$ cat config.mk
export PLATFORM = sky130hd
export DESIGN_NAME = c2ns_mul_stage
export DESIGN_NICKNAME = d
export VERILOG_FILES = /design/src/hdl/c2ns_pkg.sv /design/src/hdl/c2ns_mul_stage.sv
export SDC_FILE = /design/constraint.sdc
export NUM_CORES = 2
export LEC_CHECK = 0
export ABC_AREA = 1
export BUFFER_PORTS_ARGS = -buffer_cell sky130_fd_sc_hd__buf_2
export CAP_MARGIN = 20
export CELL_PAD_IN_SITES_DETAIL_PLACEMENT = 1
export CELL_PAD_IN_SITES_GLOBAL_PLACEMENT = 2
export CORE_UTILIZATION = 37
export DETAILED_ROUTE_END_ITERATION = 10
export HOLD_SLACK_MARGIN = 0.03
export MAX_ROUTING_LAYER = met4
export PLACE_DENSITY_LB_ADDON = 0.1
export SLEW_MARGIN = 15
export SYNTH_ARGS = -nofsm -noshare
export SYNTH_HDL_FRONTEND = slang
export SYNTH_SLANG_ARGS = --single-unit
$ cat constraint.sdc
create_clock -name clk -period 8.25 [get_ports clk]
set_input_delay 1.65 -clock clk [delete_from_list [all_inputs] [get_ports clk]]
set_output_delay 1.65 -clock clk [all_outputs]
set_load 0.02 [all_outputs]
$ cat src/hdl/c2ns_pkg.sv
// Shared types and constants for the counter to nanoseconds converter.
package c2ns_pkg;

  localparam int DIV1_STAGES = 64;
  localparam int DIV2_STAGES = 30;

  localparam logic [29:0] NS_PER_SEC = 30'd1000000000;
  localparam logic [63:0] SECS_MAX   = 64'd18446744073;
  localparam logic [63:0] ALL_ONES   = {64{1'b1}};

  typedef enum logic [1:0] {
    REG_FREQ = 2'd0,
    REG_BOOT = 2'd1
  } reg_idx_t;

  typedef struct packed {
    logic        cmd;
    logic        fz;
    logic        sat;
    logic [31:0] div;
    logic [31:0] rem;
    logic [63:0] quo;
    logic [63:0] num;
    logic [63:0] whole;
  } item_t;

endpackage

$ cat src/hdl/c2ns_mul_stage.sv
// Registered stage: seconds scaling, overflow check and setup of the fraction divide.
module c2ns_mul_stage import c2ns_pkg::*; (
  input  logic  clk,
  input  logic  rst_n,
  input  logic  en,
  input  logic  in_vld,
  input  item_t in_item,
  output logic  out_vld,
  output item_t out_item
);

  logic  vld_r;
  item_t item_r;
  item_t item_nxt;
  logic [63:0] whole_prod;
  logic [61:0] frac_prod;

  always_comb begin
    whole_prod = {29'd0, in_item.quo[34:0]} * {34'd0, NS_PER_SEC};
    frac_prod  = {30'd0, in_item.rem} * {32'd0, NS_PER_SEC};
    item_nxt   = in_item;
    item_nxt.sat = (in_item.quo > SECS_MAX);
    if (in_item.cmd) begin
      item_nxt.whole = (in_item.quo == 64'd0) ? 64'd1 : in_item.quo;
    end else begin
      item_nxt.whole = whole_prod;
    end
    item_nxt.rem = frac_prod[61:30];
    item_nxt.num = {frac_prod[29:0], 34'd0};
    item_nxt.quo = 64'd0;
  end

  always_ff @(posedge clk) begin
    if (!rst_n) begin
      vld_r <= 1'b0;
    end else if (en) begin
      vld_r <= in_vld;
    end
  end

  always_ff @(posedge clk) begin
    if (en) begin
      item_r <= item_nxt;
    end
  end

  assign out_vld  = vld_r;
  assign out_item = item_r;

endmodule

# Yosys cells after proc, flatten, opt, wreduce, memory -nomap -nowiden
# Cells that the tools add are included.
[op_classes]
bitwise_logic = 1
magnitude_cmp = 1
mux = 2
mul = 2
reduce_logical = 2
[ops]
columns = ["op", "n"]
rows = [
  ["64-bit two-way mux", 2],
  ["64-bit by 35-bit greater-than comparator with 1-bit output, second input constant", 1],
  ["64-bit logical NOT", 1],
  ["35-bit by 21-bit multiplier with 55-bit output, second input constant", 1],
  ["32-bit by 21-bit multiplier with 53-bit output, second input constant", 1],
  ["2-bit OR reduction", 1],
  ["1-bit inverter", 1],
]
[word_totals]
input_bits = 263
out_inout_bits = 260
reg_bits = 153

# Logic depth before layout (Yosys ltp)
[logic_depth]
word_depth = 3
ltp_mapped = 28
ltp_nobuf = 28

# Worst setup path after synthesis
# No wires, ideal clock.
[synth_path]
path_kind = "input port to flip-flop"
startpoint = "in in_item[138] (netlist name)"
endpoint = "reg item_r, in the netlist out_item[53], data pin"
path_stages = 22
arrival_time_ps = 6716
path_slack_ps = 1280
required_time_ps = 7997
path_cell_list = "inv_1 fa_1 fa_1 fa_1 fa_1 fa_1 inv_1 fa_1 inv_1 fa_1 inv_1 ha_1 nand2_1 inv_2 a21oi_1 inv_1 a21oi_1 nor2_1 nor2_2 nand3b_1 nand3_1 nand2_1"
[synth_lines]
columns = ["element", "line_no", "rtl"]
rows = [
  ["start, declared", "c2ns_mul_stage.sv:7", "input item_t in_item,"],
  ["end signal, assigned", "c2ns_mul_stage.sv:43", "item_r <= item_nxt;"],
  ["end, declared", "c2ns_mul_stage.sv:13", "item_t item_r;"],
]

==> out/results.ini <==
[synth]
synth.most_common_cell=inv_1
synth_top_flop_cell=edfxtp_1
synthDistinctLibCells=43
ys_warn_count=0
syn_area_mm2=0.0372
avgSynthCellArea_um2=8.84
synth_top_area_share_pct=35.3
synth.largest_area_cell=fa_1
async_reset_ff_share_pct=0
synth_edf_count=152
yosys-top-cells-count=1328 x inv_1, 657 x fa_1, 616 x nand2_1, 568 x ha_1, 152 x edfxtp_1
syn_inst=4208
synth.yosys.seq_area_share_pct=12.3
ys_ff_latch=153
synth_area_leaders=fa_1 35%, ha_1 19%, inv_1 13%

[final_layout]
fill_cells=11800
layout-drive-gt1-share_pct=10.4
final_area_mm2=0.0408
syn_to_final_growth_pct=9.54
fin_cells=5849
layout.nets=6037
final_core_util_pct=41.2

[cts]
post-cts-setup-buffers=0
cts_root_buf=clkbuf_16
cts.clk_slew.worst_paths_ns=0.08
cts_sinks=153
worst_skew_pair.late_latency_ns=0.52
cts_buffers=17
htreeDepth=4
tritoncts=built
cts-hold-fix-buffers=0
cts_buffer_depth=2
cts_resized=0

[sta]
period_minus_slack_ns=7.53
max_freq_mhz=133
grt_setup_unrepaired=false
max_slew.worst_pin.slew_ns=1.03
slew_violations=0
setup_viol=0
hold_viol=0
period_share_pct=91.2
clock_skew_ns=0
setup-tns-final_ns=0
slew_headroom_pct=31.1

[setup_path]
r2r_cells=2
cpMaxStageDelayCell=fa_1
r2r_slack_ns=7.61
rr_endpoint=out_vld$_SDFFE_PN0P_
critPathKind=primary input to flop
rr_startpoint=out_vld$_SDFFE_PN0P_
cp_common_cell=fa_1
critPathLaunchType=primary input
worstPathMaxFanout=7
critPathArrivalTime_ns=7.81
critical-path-max-stage-delay_ns=0.58
crit_path_cell_trace=buf_2, inv_1, fa_1, fa_1, fa_1, fa_1, fa_1, inv_1, fa_1, inv_1, fa_1, inv_1, ha_1, nand2_1, nor2_1, nand2_1, nor2_1, nand2_1, nand3_2, nand2_1, a21oi_1, o21ai_1
cp-end-kind=flop
cp.required_ns=8.53

[floorplanning]
io_pins=523
rows=115
die_w_um=319
die-area_mm2=0.102
initial_utilization_pct=37.6
die_h_um=319
core_area_mm2=0.0990

[route]
vias=27500
drtAntennaViolNets=0
wl_per_cell_um=20.7
finalWirelength_mm=121
viasPerCell=4.69
drc=0
dr.pass1.iters=5
first_iter_violations=1356

[global_routing]
grt_max_degree=64
grt_use_total_pct=25.6
antenna_found_initial=1
grt-ovfl-total=0
grt_pass1_wl_mm=185
first_global_vias=29700

[job]
maxCapViolCount=0

[hold_path]
min-delay-start=out_vld$_SDFFE_PN0P_
holdPathStages=2
min_to=out_vld$_SDFFE_PN0P_
min-delay-path-class=flop to flop

[placement]
placedInstanceArea_mm2=0.0402
dp_hpwl_mm=110
dp_cells=5816
gp_congestion=0.904
io_buffer_count=286

[status]
status=completed

[metrics by stage]
step           hold slack (ns)  setup WS [ns]
2_1_floorplan            0.606           1.28
3_3_place_gp             0.533          0.235
3_5_place_dp             0.538          0.169
4_1_cts                  0.558          0.764
5_1_grt                  0.617          0.414
6_report                 0.549          0.723
[critical path: cells and delay by family]
kind	cells	cell delay, ns
AO/OA/AOI/OAI	2	0.40
AND/OR/NAND/NOR	7	1.11
buffers and inverters	5	0.49
adder cells (fa/ha/maj)	8	4.12
[layout by cell type (no fill, tap or decap), types with 33 or more instances in the layout]
master,synthesis,final
a21oi_1,139,139
buf_2,6,285
buf_4,107,49
conb_1,1,107
edfxtp_1,152,152
fa_1,657,657
ha_1,568,568
inv_1,1328,1328
nand2_1,616,616
nand3_1,112,112
nand4_1,37,37
nor2_1,147,147
nor2_2,33,33
o21ai_0,85,85
[sequential cells by signal (all words and copies together) (netlist names)]
signal,cells
out_item,152
out_vld,1
[worst max-delay path by stage]
stage                  from                     end  slack [ns]
2_1_floorplan  in_item[138]  out_item[53]$_DFFE_PP_        1.28
3_3_place_gp   in_item[136]  out_item[52]$_DFFE_PP_        0.24
3_5_place_dp   in_item[143]  out_item[55]$_DFFE_PP_        0.17
4_1_cts        in_item[143]  out_item[63]$_DFFE_PP_        0.76
5_1_grt        in_item[132]  out_item[35]$_DFFE_PP_        0.41
6_report       in_item[129]  out_item[50]$_DFFE_PP_        0.72
[routing by layer]
layer	track usage [%]	vias to the layer above	wire, um
met5	-	-	0
met4	4.74	0	1530
met3	4.46	60	6630
met2	37.0	627	51500
met1	37.5	13700	61400
li1	-	13100	-
[kinds of logic (layout without fill, tap and decap cells)]
family / count (synthesis) / in the layout / synth area share (%)
AO/OA/AOI/OAI: 285 / 285 / 4.14
flip-flops: 153 / 153 / 12.3
AND/OR/NAND/NOR: 1036 / 1036 / 12.2
other: 1 / 108 / 0.0101
adder cells (fa/ha/maj): 1225 / 1225 / 54.4
XOR/XNOR: 46 / 46 / 1.08
buffers and inverters: 1462 / 1709 / 15.8
[layout make-up]
type,count,area (um^2),area share [%]
sequential,153,4580,11.2
timing repair buffer,335,1810,4.43
clock buffer,17,425,1.04
clock inverter,14,164,0.402
multi-input combinational,2699,27100,66.6
inverter,1343,5040,12.4
tap,1287,1610,3.95
antenna,1,2.50,0.00614
Power is not shown: default switching activity piles up to over one toggle a cycle in this logic, so the estimate is an artifact.
