## config.mk

```make
export PLATFORM = sky130hd
export DESIGN_NAME = c2ns_div_stage
export DESIGN_NICKNAME = d
export VERILOG_FILES = /design/src/hdl/c2ns_pkg.sv /design/src/hdl/c2ns_div_stage.sv
export SDC_FILE = /design/constraint.sdc
export NUM_CORES = 1
export LEC_CHECK = 0
export BUFFER_PORTS_ARGS = -buffer_cell sky130_fd_sc_hd__buf_2
export CAP_MARGIN = 10
export CELL_PAD_IN_SITES_DETAIL_PLACEMENT = 1
export CELL_PAD_IN_SITES_GLOBAL_PLACEMENT = 2
export CORE_ASPECT_RATIO = 0.6
export CORE_MARGIN = 5
export CORE_UTILIZATION = 32
export DETAILED_ROUTE_END_ITERATION = 7
export PLACE_DENSITY = 0.91
export SLEW_MARGIN = 15
export SYNTH_ARGS = -nofsm -noshare
export SYNTH_HDL_FRONTEND = slang
export SYNTH_SLANG_ARGS = --single-unit
```

## constraint.sdc

```tcl
create_clock -name clk -period 5.1 [get_ports clk]
set_input_delay 1.02 -clock clk [delete_from_list [all_inputs] [get_ports clk]]
set_output_delay 1.02 -clock clk [all_outputs]
set_load 0.05 [all_outputs]
```

## src/hdl/c2ns_pkg.sv

```systemverilog
// Shared types and constants for the counter to nanoseconds converter.
package c2ns_pkg;

  localparam int DIV1_STAGES = 64;
  localparam int DIV2_STAGES = 30;

  localparam logic [29:0] NS_PER_SEC = 30'd1000000000;
  localparam logic [63:0] SECS_MAX   = 64'd18446744073;
  localparam logic [63:0] ALL_ONES   = {64{1'b1}};

  typedef enum logic [1:0] {
    REG_FREQ = 2'd0,
    REG_BOOT = 2'd1
  } reg_idx_t;

  typedef struct packed {
    logic        cmd;
    logic        fz;
    logic        sat;
    logic [31:0] div;
    logic [31:0] rem;
    logic [63:0] quo;
    logic [63:0] num;
    logic [63:0] whole;
  } item_t;

endpackage

```

## src/hdl/c2ns_div_stage.sv

```systemverilog
// One registered restoring-division step: shifts in one dividend bit.
module c2ns_div_stage import c2ns_pkg::*; (
  input  logic  clk,
  input  logic  rst_n,
  input  logic  en,
  input  logic  in_vld,
  input  item_t in_item,
  output logic  out_vld,
  output item_t out_item
);

  logic  vld_r;
  item_t item_r;
  item_t item_nxt;
  logic [32:0] trial;
  logic [32:0] diff;

  always_comb begin
    trial    = {in_item.rem, in_item.num[63]};
    diff     = trial - {1'b0, in_item.div};
    item_nxt = in_item;
    item_nxt.num = {in_item.num[62:0], 1'b0};
    if (!diff[32]) begin
      item_nxt.rem = diff[31:0];
      item_nxt.quo = {in_item.quo[62:0], 1'b1};
    end else begin
      item_nxt.rem = trial[31:0];
      item_nxt.quo = {in_item.quo[62:0], 1'b0};
    end
  end

  always_ff @(posedge clk) begin
    if (!rst_n) begin
      vld_r <= 1'b0;
    end else if (en) begin
      vld_r <= in_vld;
    end
  end

  always_ff @(posedge clk) begin
    if (en) begin
      item_r <= item_nxt;
    end
  end

  assign out_vld  = vld_r;
  assign out_item = item_r;

endmodule

```

---- Yosys cells after proc, flatten, opt, wreduce, memory -nomap -nowiden ----
Index checks and enable logic that the tools add are counted.
W data, S select, Z words.
word-level totals
  bits in registers ....................... 259
  output and inout bits ................... 260
  input bits .............................. 263
  word-level logic and storage cells ...... 11
operators by class
  add/subtract/negate cells ............... 1
  multiplexer cells ....................... 1
operators by type and width
  cell              count
  $mux W96          1
  $sub A33 B32 Y33  1

---- Logic depth before layout (Yosys ltp) ----
Gate-level depths: netlist of the first run.
  depth after elaboration ................. 2
  gate-level depth with buffers ........... 12
  mapped depth without buffers ............ 11

---- Worst setup path after synthesis of the first run ----
Ideal clock, no wire load.
  path type ............................... input-to-reg
  start ................................... in in_item[127] (netlist bit)
  end ..................................... reg item_r (netlist bit out_item[196]) (data pin)
  required time ........................... 4.840 ns
  buffers on the path ..................... 1
  arrival time ............................ 3.294 ns
  setup slack ............................. 1.546 ns
  stages .................................. 12
  library setup time ...................... 0.260 ns
  cell sequence ........................... inv_1 > ha_1 > fa_1 > nand2b_1 > a21oi_1 > o211ai_1 > a21oi_1 > o31a_2 > mux2i_1 > nor2_2 > buf_6 > mux2_4
RTL lines
  item                  line                  source
  from (decl)           c2ns_div_stage.sv:7   input item_t in_item,
  to (signal assigned)  c2ns_div_stage.sv:42  item_r <= item_nxt;
  to (decl)             c2ns_div_stage.sv:13  item_t item_r;

==> summary.md, run 1 <==
| Metric | Value |
|---|---|
| Area of the mapped netlist | slightly above 10000 um2 |
| Critical path origin | in_item[127] |
| Setup crit start kind | input pin |
| Tot GR Track Use | between 20% and 30% |
| CTS tree | done |
| Net Count, Synth | 903 |
| Final non-filler cell total | between 1500 and 2000 |
| Initial DRT Pass Iterations | 4 |
| Most used cell, CP | a21oi_1 |
| Layout Skew | 0 ps |
| Max-slew violation count | 0 |
| Synth warn | 0 |
| Pleak | approximately 6.3 nW |
| RSZ-0062 raised after global routing | false |
| Setup bufs post-CTS | 0 |
| FILL cells | 3358 |
| Fraction of layout cells with a size suffix above 1 | 51.16% |
| Vias in the first global route | between 7000 and 8000 |
| WS Path Type | input pin to flop |
| Power density cells | a little over 400 nW/um2 |
| Clk root buf | clkbuf_16 |
| RePlAce Congestion | between 0.9 and 1 |
| Crit-path slowest cell | fa_1 |
| Drt initial violations | 427 |
| P_int | approximately 4 mW |
| Count of final setup violators | 0 |
| Highest cell delay on the worst timing path | 420 ps |
| Period utilisation layout | between 70% and 80% |
| Die width | 241.5 um |
| Detailed placement HPWL | around 31000 um |
| Placed insts | 1534 |
| Max Cap Viol | 0 |
| Hold_buf cts | 0 |
| Mapped Cells | just over 600 |
| Clk slew on worst S/H paths | 70 ps |
| Status | finished clean |
| Die H | roughly 150 um |
| Psw | between 1.5 and 2 mW |
| Synth-to-Final Area Change | 38.23% |
| Vias per inst | about 4.7 |
| Routed WL per cell | between 20 and 25 um |
| Global route total overflow | 0 |
| Final hold vios | 0 |
| Ys flop type | edfxtp_1 |
| Sum of buffers and inverters on the critical path | 3 |
| Tmin final | 3821 ps |
| Fmax | 261.7 MHz |
| FFs w/ async S/R, synth | 0% |
| Num rows | 50 |
| Slew headroom | between 30% and 40% |
| Top Family by Delay on Critical Path | compound AO/OA/AOI/OAI gates |
| Logic pwr share | 24.5% |
| Required time of the critical path | around 5400 ps |
| Switch share | 33.30% |
| IO buf count | 520 |
| Crit end category | flop |
| Detail Route Antenna Nets | 0 |
| Via count | roughly 7500 |
| Peak VDD IR | around 0.24 mV |
| Htree depth | 1 |
| Worst EP arrival | ~4100 ps |
| Launch point of the worst reg-to-reg path | out_vld$_SDFFE_PN0P_ |
| Die area | between 30000 and 40000 um2 |
| Clk network pwr share | 31.2% |
| Remaining DRCs | 0 |
| Critical path fanouts, max | 27 |
| CTS buffer count | 26 |
| Worst-Skew Late Latency | 530 ps |
| Setup_tns | 0 ps |
| Post-synthesis sequential area ratio | 75.50% |
| Initial antenna violation count | 22 |
| Final-stage net count | between 1000 and 1500 |
| Min-delay src | out_vld$_SDFFE_PN0P_ |
| Post_cts resized | 0 |
| Seq pwr share | between 40% and 50% |
| CP cell instances | buf_2 > inv_1 > ha_1 > fa_1 > nand2b_1 > a21oi_1 > o211ai_1 > a21oi_1 > o31a_2 > mux2i_1 > nor2_4 > buf_12 > mux2_2 |
| EDFF count, synth | 258 |
| First-pass GRT wire length | about 53000 um |
| Mean Syn Cell Area | between 15 and 20 um2 |
| CTS max path bufs | 3 |
| WL final | approximately 39000 um |
| Distinct cell type count after synthesis | 52 |
| Largest net degree at the start of global routing | between 100 and 150 |
| I/O Pins | ~520 |
| Worst slew pin tran | just over 900 ps |
| Hold Path Class | flop to flop |
| CTS Sinks | approximately 260 |
| Core area | 31470 um2 |
| #FFs+latches synth | around 260 |
| Initial core utilization | 32.70% |
[power by group through the flow]
stage	Sequential [mW]	Clock, mW	Combinational, mW
finish	2.61	1.84	1.44
global route	2.63	2.00	1.51
CTS	2.61	1.89	1.45
detailed placement	2.66	0	1.45
global placement	2.65	0	1.42
floorplan	3.33	0	0.315
[registers in the layout (all words and copies together) (netlist names)]
register,count
out_item,258
out_vld,1
[cells by family after synthesis]
| family | share of synthesized area, % |
|---|---|
| muxes | 4.560 |
| xor gates and xnor gates | 1.958 |
| adders and majority gates | 4.086 |
| DFF | 75.50 |
| buffers and inverters | 2.177 |
| and+or+nand+nor | 5.035 |
| AOI/OAI and AO/OA | 6.652 |
| other | 0.03645 |
[through the flow]
stage	hold WS [ps]	util (%)	setup slack [ps]	area (um2)	power, mW
final	565.5	45.20	1279	14220	5.897
after global routing	603.6	45.17	1118	14210	6.134
after CTS	562.2	45.13	1236	14200	5.956
after detailed placement	552.2	42.60	657.8	13410	4.105
after global placement	522.9	42.60	698.9	13410	4.068
after floorplan	742.9	-	1546	10290	3.641
[final timing paths]
| path | endpoint | slack, ps | cells after the start |
|---|---|---|---|
| hold / removal | out_vld$_SDFFE_PN0P_ | 570 | 2 |
| hold reg to reg | out_vld$_SDFFE_PN0P_ | 570 | 2 |
| setup / recovery | out_item[194]$_DFFE_PP_ | 1280 | 13 |
| setup reg to reg | out_vld$_SDFFE_PN0P_ | 4450 | 2 |
[synthesized netlist by cell type, drive strengths merged (4+ instances only)]
library cell,n,area (um2)
edfxtp,258,7747
mux2,28,409.1
xnor2,13,113.9
nand4,6,37.54
inv,38,142.6
a21o,18,135.1
a21oi,39,198.9
nand2b,8,50.05
o21ai,18,90.08
nor2b,6,37.54
ha,32,400.4
nand2,27,101.4
xor2,10,87.58
o211ai,6,45.04
nor2,19,73.82
o21bai,5,37.54
nor3,4,20.02
nand3,10,50.05
mux2i,6,60.06
and3,4,25.02
clkbuf,6,23.77
buf,6,57.55
o21a,5,37.54
[layout make-up]
type | count | area [um2] | share of cell area (%)
flip-flops and latches | 259 | 7767 | 54.61
multi-input cells | 298 | 2302 | 16.19
diodes | 8 | 20.02 | 0.1408
repair buffers | 523 | 2673 | 18.79
inverters | 38 | 142.6 | 1.003
well taps | 416 | 520.5 | 3.660
clock inverters | 19 | 138.9 | 0.9765
clock buffers | 28 | 658.1 | 4.627
[worst register-to-register path: stages (launching register included)]
cell,delay [ps]
dfxtp_1,360
mux2i_1,80
nor2b_1,150
[cell usage in the layout, fill, tap and decap left out, types with 7 or more instances in the layout]
cell       count
a21o_1        18
a21oi_1       38
buf_2        519
clkbuf_16     26
clkinv_1       7
diode_2        8
edfxtp_1     258
ha_1          32
inv_1         38
mux2_4        25
nand2_1       27
nand2b_1       8
nand3_1       10
nor2_1        18
o21ai_0       17
xnor2_1       13
xor2_1        10
[per-layer routing]
layer	part of all wire (%)	up-vias	routed length (um)	track usage, %
li1	-	3410	-	-
met1	35	3733	13690	21.54
met2	54	281	21220	37.37
met3	7.9	77	3119	7.003
met4	2.8	24	1099	6.116
met5	0.35	-	139	0
Note: power is estimated with default switching activity, not from simulation.
==> inputs of run 2 (changes only) <==
Settings changed: ABC_AREA set to 1, CORE_UTILIZATION 32 to 25, PLACE_DENSITY 0.91 to 0.81.
Clock period 5.1 ns to 3.1 ns, I/O delays scaled along.
==> run 2 against run 1 <==
Compared with the run above: hold slack lost 330 ps; first-iteration DRC count grew 18%; flip-flop and latch count is the same; global-route usage shrank 3.7 points; final area grew 7.2%; largest power group unchanged.
==> summary.md, run 2 <==
| Metric | Value |
|---|---|
| Fraction of layout cells with a size suffix above 1 | 38.48% (was 51.16%) |
| Post_cts resized | 0 (unchanged) |
| Clk root buf | clkbuf_16 (unchanged) |
| Detail Route Antenna Nets | 0 (unchanged) |
| Hold Path Class | input pin to flop (was flop to flop) |
| CTS tree | done (unchanged) |
| Slew headroom | 59.64% (was 37.70%) |
| Max reg flops | 258 (unchanged) |
| FILL cells | 5051 (was 3358) |
| Synth-to-Final Area Change | 39.36% (was 38.23%) |
| Fmax | 407.4 MHz |
| I/O Pins | 523 (unchanged) |
| Initial antenna violation count | 6 (was 22) |
| Layout Utilization | 35.20% (was 45.20%) |
| IO buf count | 520 (unchanged) |
| FFs w/ async S/R, synth | 0% (unchanged) |
| CP endpoint | out_item[209]$_DFFE_PP_ (was out_item[194]$_DFFE_PP_) |
| Synth warn | 0 (unchanged) |
| Global route total overflow | 0 (unchanged) |
| Critical path origin | in_item[231] (was in_item[127]) |
| Top cell type by total area after synthesis | edfxtp_1 (unchanged) |
| Clk slew on worst S/H paths | 60 ps (was 70 ps) |
| EDFF count, synth | 258 (unchanged) |
| Area contributors post-synth | edfxtp_1, nand2_1, inv_1, ha_1, nand3_1 (was edfxtp_1, ha_1, mux2_4, a21oi_1, inv_1) |
| Pleak | 7.380 nW (was 6.289 nW) |
| Clk network pwr share | 30.5% (was 31.2%) |
| Die area | 48200 um2 (was 35950 um2) |
| Crit end category | flop (unchanged) |
| Status | finished clean (unchanged) |
| FF-to-FF path depth | 2 (unchanged) |
| CP cell instances | buf_2 > inv_1 > ha_1 > nand2_1 > inv_1 > a21oi_1 > nand3_1 > nand3_1 > nand2_1 > nand2_1 > nand2_1 > nand2_1 > nand2_1 (was buf_2 > inv_1 > ha_1 > fa_1 > nand2b_1 > a21oi_1 > o211ai_1 > a21oi_1 > o31a_2 > mux2i_1 > nor2_4 > buf_12 > mux2_2) |
| Setup bufs post-CTS | 0 (unchanged) |
| Distinct cell type count after synthesis | 28 (was 52) |
| Setup_tns | 0 ps (unchanged) |
| Final-stage net count | 1799 (was 1442) |
| Power density cells | 637.2 nW/um2 (was 414.6 nW/um2) |
| Most numerous cell in the Yosys netlist | nand2_1 (was edfxtp_1) |
| Most used cell, CP | nand2_1 (was a21oi_1) |
| Htree depth | 1 (unchanged) |
| Placed Area | 14460 um2 (was 13410 um2) |
| Drt initial violations | 505 (was 427) |
| Multi-input gate area | 2521 um2 (was 2302 um2) |
| Simple-gate area share of the yosys netlist | 16.13% (was 5.035%) |
| #FFs+latches synth | 259 (unchanged) |
| Count of final setup violators | 0 (unchanged) |
| WL final | 43340 um (was 39260 um) |
| Logic pwr share | 25.3% (was 24.5%) |
| Critical path fanouts, max | 4 (was 27) |
| Via count | 8850 (was 7525) |
| Complex-gate fraction of the synthesized area | 1.829% (was 6.652%) |
| Most frequent cells in the layout | buf_2, nand2_1, edfxtp_1 (was buf_2, edfxtp_1, inv_1, a21oi_1, ha_1) |
| Worst-Skew Late Latency | 550 ps (was 530 ps) |
| CTS buffer count | 27 (was 26) |
| Initial DRT Pass Iterations | 4 (unchanged) |
| Psw | 3.326 mW (was 1.963 mW) |
| Top Family by Delay on Critical Path | simple AND/OR/NAND/NOR gates (was compound AO/OA/AOI/OAI gates) |
| Hold_buf cts | 0 (unchanged) |
| Crit-path slowest cell | nand3_1 (was fa_1) |
| CTS Sinks | 259 (unchanged) |
| RSZ-0062 raised after global routing | false (unchanged) |
| Remaining DRCs | 0 (unchanged) |
| Commonest cells in the netlist | nand2_1, edfxtp_1, inv_1 (was edfxtp_1, a21oi_1, inv_1) |
| First-pass GRT wire length | 59080 um (was 53340 um) |
| Adder-cell share of the synthesized area | 3.841% (was 4.086%) |
| XOR/XNOR share of the synthesized area | 1.200% (was 1.958%) |
| Largest family of logic cells by synthesized area | simple AND/OR/NAND/NOR gates (was compound AO/OA/AOI/OAI gates) |
| Most common cell after layout, fill and taps aside | buf_2 (unchanged) |
| Required time of the critical path | 3420 ps (was 5390 ps) |
| Placed insts | 2053 (was 1534) |
| Post-synthesis mux area share | 0% (was 4.560%) |
| Final instance area | 15250 um2 (was 14220 um2) |
| Synth top area share | 70.78% (was 75.30%) |
| Ys flop type | edfxtp_1 (unchanged) |
| Area of the mapped netlist | 10950 um2 (was 10290 um2) |
| CTS max path bufs | 3 (unchanged) |
| Final non-filler cell total | 2107 (was 1589) |
| WS Path Type | input pin to flop (unchanged) |
| Num rows | 59 (was 50) |
| Post-synthesis sequential area ratio | 70.96% (was 75.50%) |
| Sum of buffers and inverters on the critical path | 3 (unchanged) |
| RePlAce Congestion | 0.9020 (was 0.9072) |
| Launch point of the worst reg-to-reg path | out_vld$_SDFFE_PN0P_ (unchanged) |
| Core area | 43330 um2 (was 31470 um2) |
| Mean Syn Cell Area | 11.59 um2 (was 16.95 um2) |
| R2r setup slk | 2450 ps (was 4450 ps) |
| Tot GR Track Use | 16.40% (was 20.12%) |
| Routed WL per cell | 20.57 um (was 24.71 um) |
| Max Cap Viol | 0 (unchanged) |
| Max-slew violation count | 0 (unchanged) |
| Tmin final | ~2500 ps |
| Die H | 172.1 um (was 148.9 um) |
| Worst slew pin tran | 605.4 ps (was 934.5 ps) |
| Worst EP arrival | 2770 ps (was 4110 ps) |
| Period utilisation layout | roughly four fifths |
| Net Count, Synth | 1240 (was 903) |
| Die width | 280.1 um (was 241.5 um) |
| Layout Skew | 0 ps (unchanged) |
| Critical Path Stages | 13 (unchanged) |
| Vias in the first global route | 9104 (was 7856) |
| Vias per inst | 4.200 (was 4.736) |
| Initial core utilization | 25.26% (was 32.70%) |
| Switch share | 34.22% (was 33.30%) |
| Highest cell delay on the worst timing path | 400 ps (was 420 ps) |
| P_int | 6.394 mW (was 3.933 mW) |
| Peak VDD IR | 0.3690 mV (was 0.2403 mV) |
| Setup crit start kind | input pin (unchanged) |
| Final hold slack | 233.0 ps (was 565.5 ps) |
| Seq pwr share | 44.2% (was 44.3%) |
| Mapped Cells | 944 (was 607) |
| FF-to-FF End | out_vld$_SDFFE_PN0P_ (unchanged) |
| Final hold vios | 0 (unchanged) |
| Detailed placement HPWL | 36040 um (was 31010 um) |
| Largest net degree at the start of global routing | 67 (was 111) |
| FF+latch area | 7767 um2 (unchanged) |
## run 2: power groups by stage
stage	registers (mW)	logic (mW)	clock network, mW
after floorplan	5.45	0.503	0
after global placement	4.36	2.45	0
after detailed placement	4.37	2.47	0
after CTS	4.30	2.48	3.09
after global routing	4.32	2.60	3.25
final	4.30	2.46	2.96
## run 2: cell families after synthesis
kind of cell | Yosys count
AO/OA/AOI/OAI | 35
flip-flops | 259
other | 1
buffers and inverters | 165
XOR/XNOR | 15
adder cells (fa/ha/maj) | 33
AND/OR/NAND/NOR | 436
## run 2: cell type report
type / instances / area share (%)
Antenna cell: 5 / 0.08203
Clock buffer: 34 / 4.602
Tap cell: 579 / 4.749
Inverter: 158 / 3.888
Multi-Input combinational cell: 520 / 16.53
Clock inverter: 15 / 0.5250
Sequential cell: 259 / 50.92
Timing Repair Buffer: 537 / 18.70
## run 2: metal layers
metal | track usage (%) | vias to the layer above | wire, um
li1 | - | 4211 | -
met4 | 3.976 | 2 | 1020
met1 | 21.99 | 4282 | 18540
met2 | 26.39 | 295 | 20350
met3 | 4.926 | 60 | 3414
met5 | 0 | - | 12
## run 2: worst min path at each step
stage,from,to,slack (ps),cells after the start
after floorplan,en,out_vld$_SDFFE_PN0P_,710,1
after global placement,out_vld$_SDFFE_PN0P_,out_vld$_SDFFE_PN0P_,520,2
after detailed placement,out_vld$_SDFFE_PN0P_,out_vld$_SDFFE_PN0P_,570,2
after CTS,in_item[29],out_item[29]$_DFFE_PP_,190,1
after global routing,in_item[146],out_item[147]$_DFFE_PP_,200,1
final,in_item[29],out_item[29]$_DFFE_PP_,230,1
## run 2: per-stage QoR
| step | power, mW | setup slack [ps] |
|---|---|---|
| 2_1_floorplan | 5.952 | 629.0 |
| 3_3_place_gp | 6.806 | 180.4 |
| 3_5_place_dp | 6.843 | 157.3 |
| 4_1_cts | 9.876 | 746.8 |
| 5_1_grt | 10.18 | 570.7 |
| 6_report | 9.720 | 645.7 |
==> inputs of run 3 (changes only) <==
Settings changed: CORE_UTILIZATION 25 to 28, PLACE_DENSITY 0.81 to 0.86.
Clock period 3.1 ns to 2.4 ns, I/O delays scaled along.
==> run 3 against run 2 <==
Compared with the run above: non-clock buffer count grew 97; sequential share of layout area is 2.0 points lower; via count up 4.1%; largest cell class unchanged; power rose by 32%; critical path type unchanged; final area increased by 4.1%; sequential power grew 29%; routed wire length fell by 3.7%; flip-flop and latch count stayed put.
==> summary.md, run 3 (same netlist as run 2, synthesis figures left out) <==
| Metric | Value |
|---|---|
| Status | finished clean (unchanged) |
| Detail Route Antenna Nets | 0 (unchanged) |
| CTS tree | done (unchanged) |
| Clk network pwr share | 30.4% (was 30.5%) |
| Power Total | 12.78 mW (was 9.720 mW) |
| Initial core utilization | 28.20% (was 25.26%) |
| Psw | 4.254 mW (was 3.326 mW) |
| Max-slew violation count | 0 (unchanged) |
| Critical path fanouts, max | 4 (unchanged) |
| IO buf count | 520 (unchanged) |
| Via count | 9211 (was 8850) |
| Tot GR Track Use | 17.95% (was 16.40%) |
| Crit end category | flop (unchanged) |
| Launch point of the worst reg-to-reg path | out_vld$_SDFFE_PN0P_ (unchanged) |
| Switch share | 33.28% (was 34.22%) |
| Routed WL per cell | 19.53 um (was 20.57 um) |
| CTS buffer count | 26 (was 27) |
| CTS Sinks | 259 (unchanged) |
| Setup bufs post-CTS | 0 (unchanged) |
| GRT busiest layer | met2 (unchanged) |
| Final hold slack | 102.8 ps (was 233.0 ps) |
| Synth-to-Final Area Change | 45.00% (was 39.36%) |
| Die area | 43280 um2 (was 48200 um2) |
| Die width | 265.3 um (was 280.1 um) |
| Most frequent cells in the layout | buf_2, nand2_1, edfxtp_1 (unchanged) |
| Period utilisation layout | approximately 87% |
| Die H | 163.2 um (was 172.1 um) |
| Core area | 38820 um2 (was 43330 um2) |
| Initial DRT Pass Iterations | 5 (was 4) |
| Peak VDD IR | 0.4758 mV (was 0.3690 mV) |
| CTS max path bufs | 3 (unchanged) |
| Required time of the critical path | 2690 ps (was 3420 ps) |
| Power density cells | 805.3 nW/um2 (was 637.2 nW/um2) |
| Vias in the first global route | 9406 (was 9104) |
| Setup crit start kind | input pin (unchanged) |
| Hold_buf cts | 0 (unchanged) |
| Fraction of layout cells with a size suffix above 1 | 42.32% (was 38.48%) |
| Vias per inst | 4.310 (was 4.200) |
| Worst-Skew Late Latency | 540 ps (was 550 ps) |
| Drt initial violations | 644 (was 505) |
| Detailed placement HPWL | 34710 um (was 36040 um) |
| Remaining DRCs | 0 (unchanged) |
| Most common cell after layout, fill and taps aside | buf_2 (unchanged) |
| RePlAce Congestion | 0.9360 (was 0.9020) |
| Final-stage net count | 1895 (was 1799) |
| Hold path cells | 1 (unchanged) |
| Global route total overflow | 0 (unchanged) |
| Clk slew on worst S/H paths | 70 ps (was 60 ps) |
| Worst EP arrival | 2380 ps (was 2770 ps) |
| Tmin final | approximately 2100 ps |
| Seq pwr share | 43.4% (was 44.2%) |
| Final hold vios | 0 (unchanged) |
| Hold Path Class | input pin to flop (unchanged) |
| Min-delay src | in_item[91] (was in_item[29]) |
| I/O Pins | 523 (unchanged) |
| FF-to-FF path depth | 2 (unchanged) |
| Fmax | 478.6 MHz |
| Count of final setup violators | 0 (unchanged) |
| Global Route met2 Usage | 29.47% (was 26.39%) |
| Pleak | 7.839 nW (was 7.380 nW) |
| Largest net degree at the start of global routing | 63 (was 67) |
| P_int | 8.528 mW (was 6.394 mW) |
| Max Cap Viol | 0 (unchanged) |
| Layout Skew | 0 ps (unchanged) |
| Critical path origin | in_item[230] (was in_item[231]) |
| First-pass GRT wire length | 59080 um (unchanged) |
| Post_cts resized | 0 (unchanged) |
| Num rows | 56 (was 59) |
| RSZ-0062 raised after global routing | false (unchanged) |
| GR Util met3 | 3.960% (was 4.926%) |
| Htree depth | 1 (unchanged) |
| WS Path Type | input pin to flop (unchanged) |
| Initial antenna violation count | 8 (was 6) |
| Clk root buf | clkbuf_16 (unchanged) |
| Max reg flops | 258 (unchanged) |
| WL final | 41730 um (was 43340 um) |
| Logic pwr share | 26.1% (was 25.3%) |
| GR Util met1 | 25.27% (was 21.99%) |
[run 3: final timing paths]
| path | endpoint | slack (ps) |
|---|---|---|
| min reg2reg | out_vld$_SDFFE_PN0P_ | 620 |
| max | out_item[223]$_DFFE_PP_ | 310 |
| max reg2reg | out_vld$_SDFFE_PN0P_ | 1700 |
| min | out_item[92]$_DFFE_PP_ | 100 |
[run 3: layout make-up]
cell class                      instances  area (um2)
Tap cell                              522       653.1
Clock buffer                           31       669.4
Inverter                              158       593.1
Multi-Input combinational cell        520        2521
Fill cell                            4505       22950
Clock inverter                         12       121.4
Antenna cell                            1       2.502
Timing Repair Buffer                  634        3543
Sequential cell                       259        7767
[run 3: worst max-delay path, stage by stage]
cell and delay [ps]:
buf_2 90, inv_1 40, ha_1 350, nand2_1 190, nor2_1 130, nand3_1 160
nand2_1 190, nand2_1 80, nand2_1 150, nand2_1 190, nand3_1 120, nand2_1 60
nand2_1 70, nand2_1 60
[run 3: metrics by stage]
stage	setup TNS (ps)	util [%]	instances	setup slack (ps)	instance area, um2
5_1_grt	0	40.89	2137	183.5	15870
6_report	0	40.89	2137	310.7	15870
3_5_place_dp	-7543	38.84	2093	-251.6	15080
3_3_place_gp	-4809	38.84	2093	-162.9	15080
2_1_floorplan	0	-	944	69.01	10950
4_1_cts	0	40.88	2136	343.2	15870
[run 3: power groups by stage]
stage / Combinational [mW] / Clock (mW) / Sequential (mW)
6_report: 3.34 / 3.89 / 5.55
5_1_grt: 3.54 / 4.26 / 5.59
4_1_cts: 3.36 / 4.06 / 5.56
3_5_place_dp: 3.36 / 0 / 5.65
3_3_place_gp: 3.31 / 0 / 5.63
2_1_floorplan: 0.650 / 0 / 7.04
[run 3: layer usage]
layer	routed length (um)	part of all wire (%)
met5	40	0.096
met4	553	1.3
met3	2653	6.4
met2	19910	48
met1	18570	45
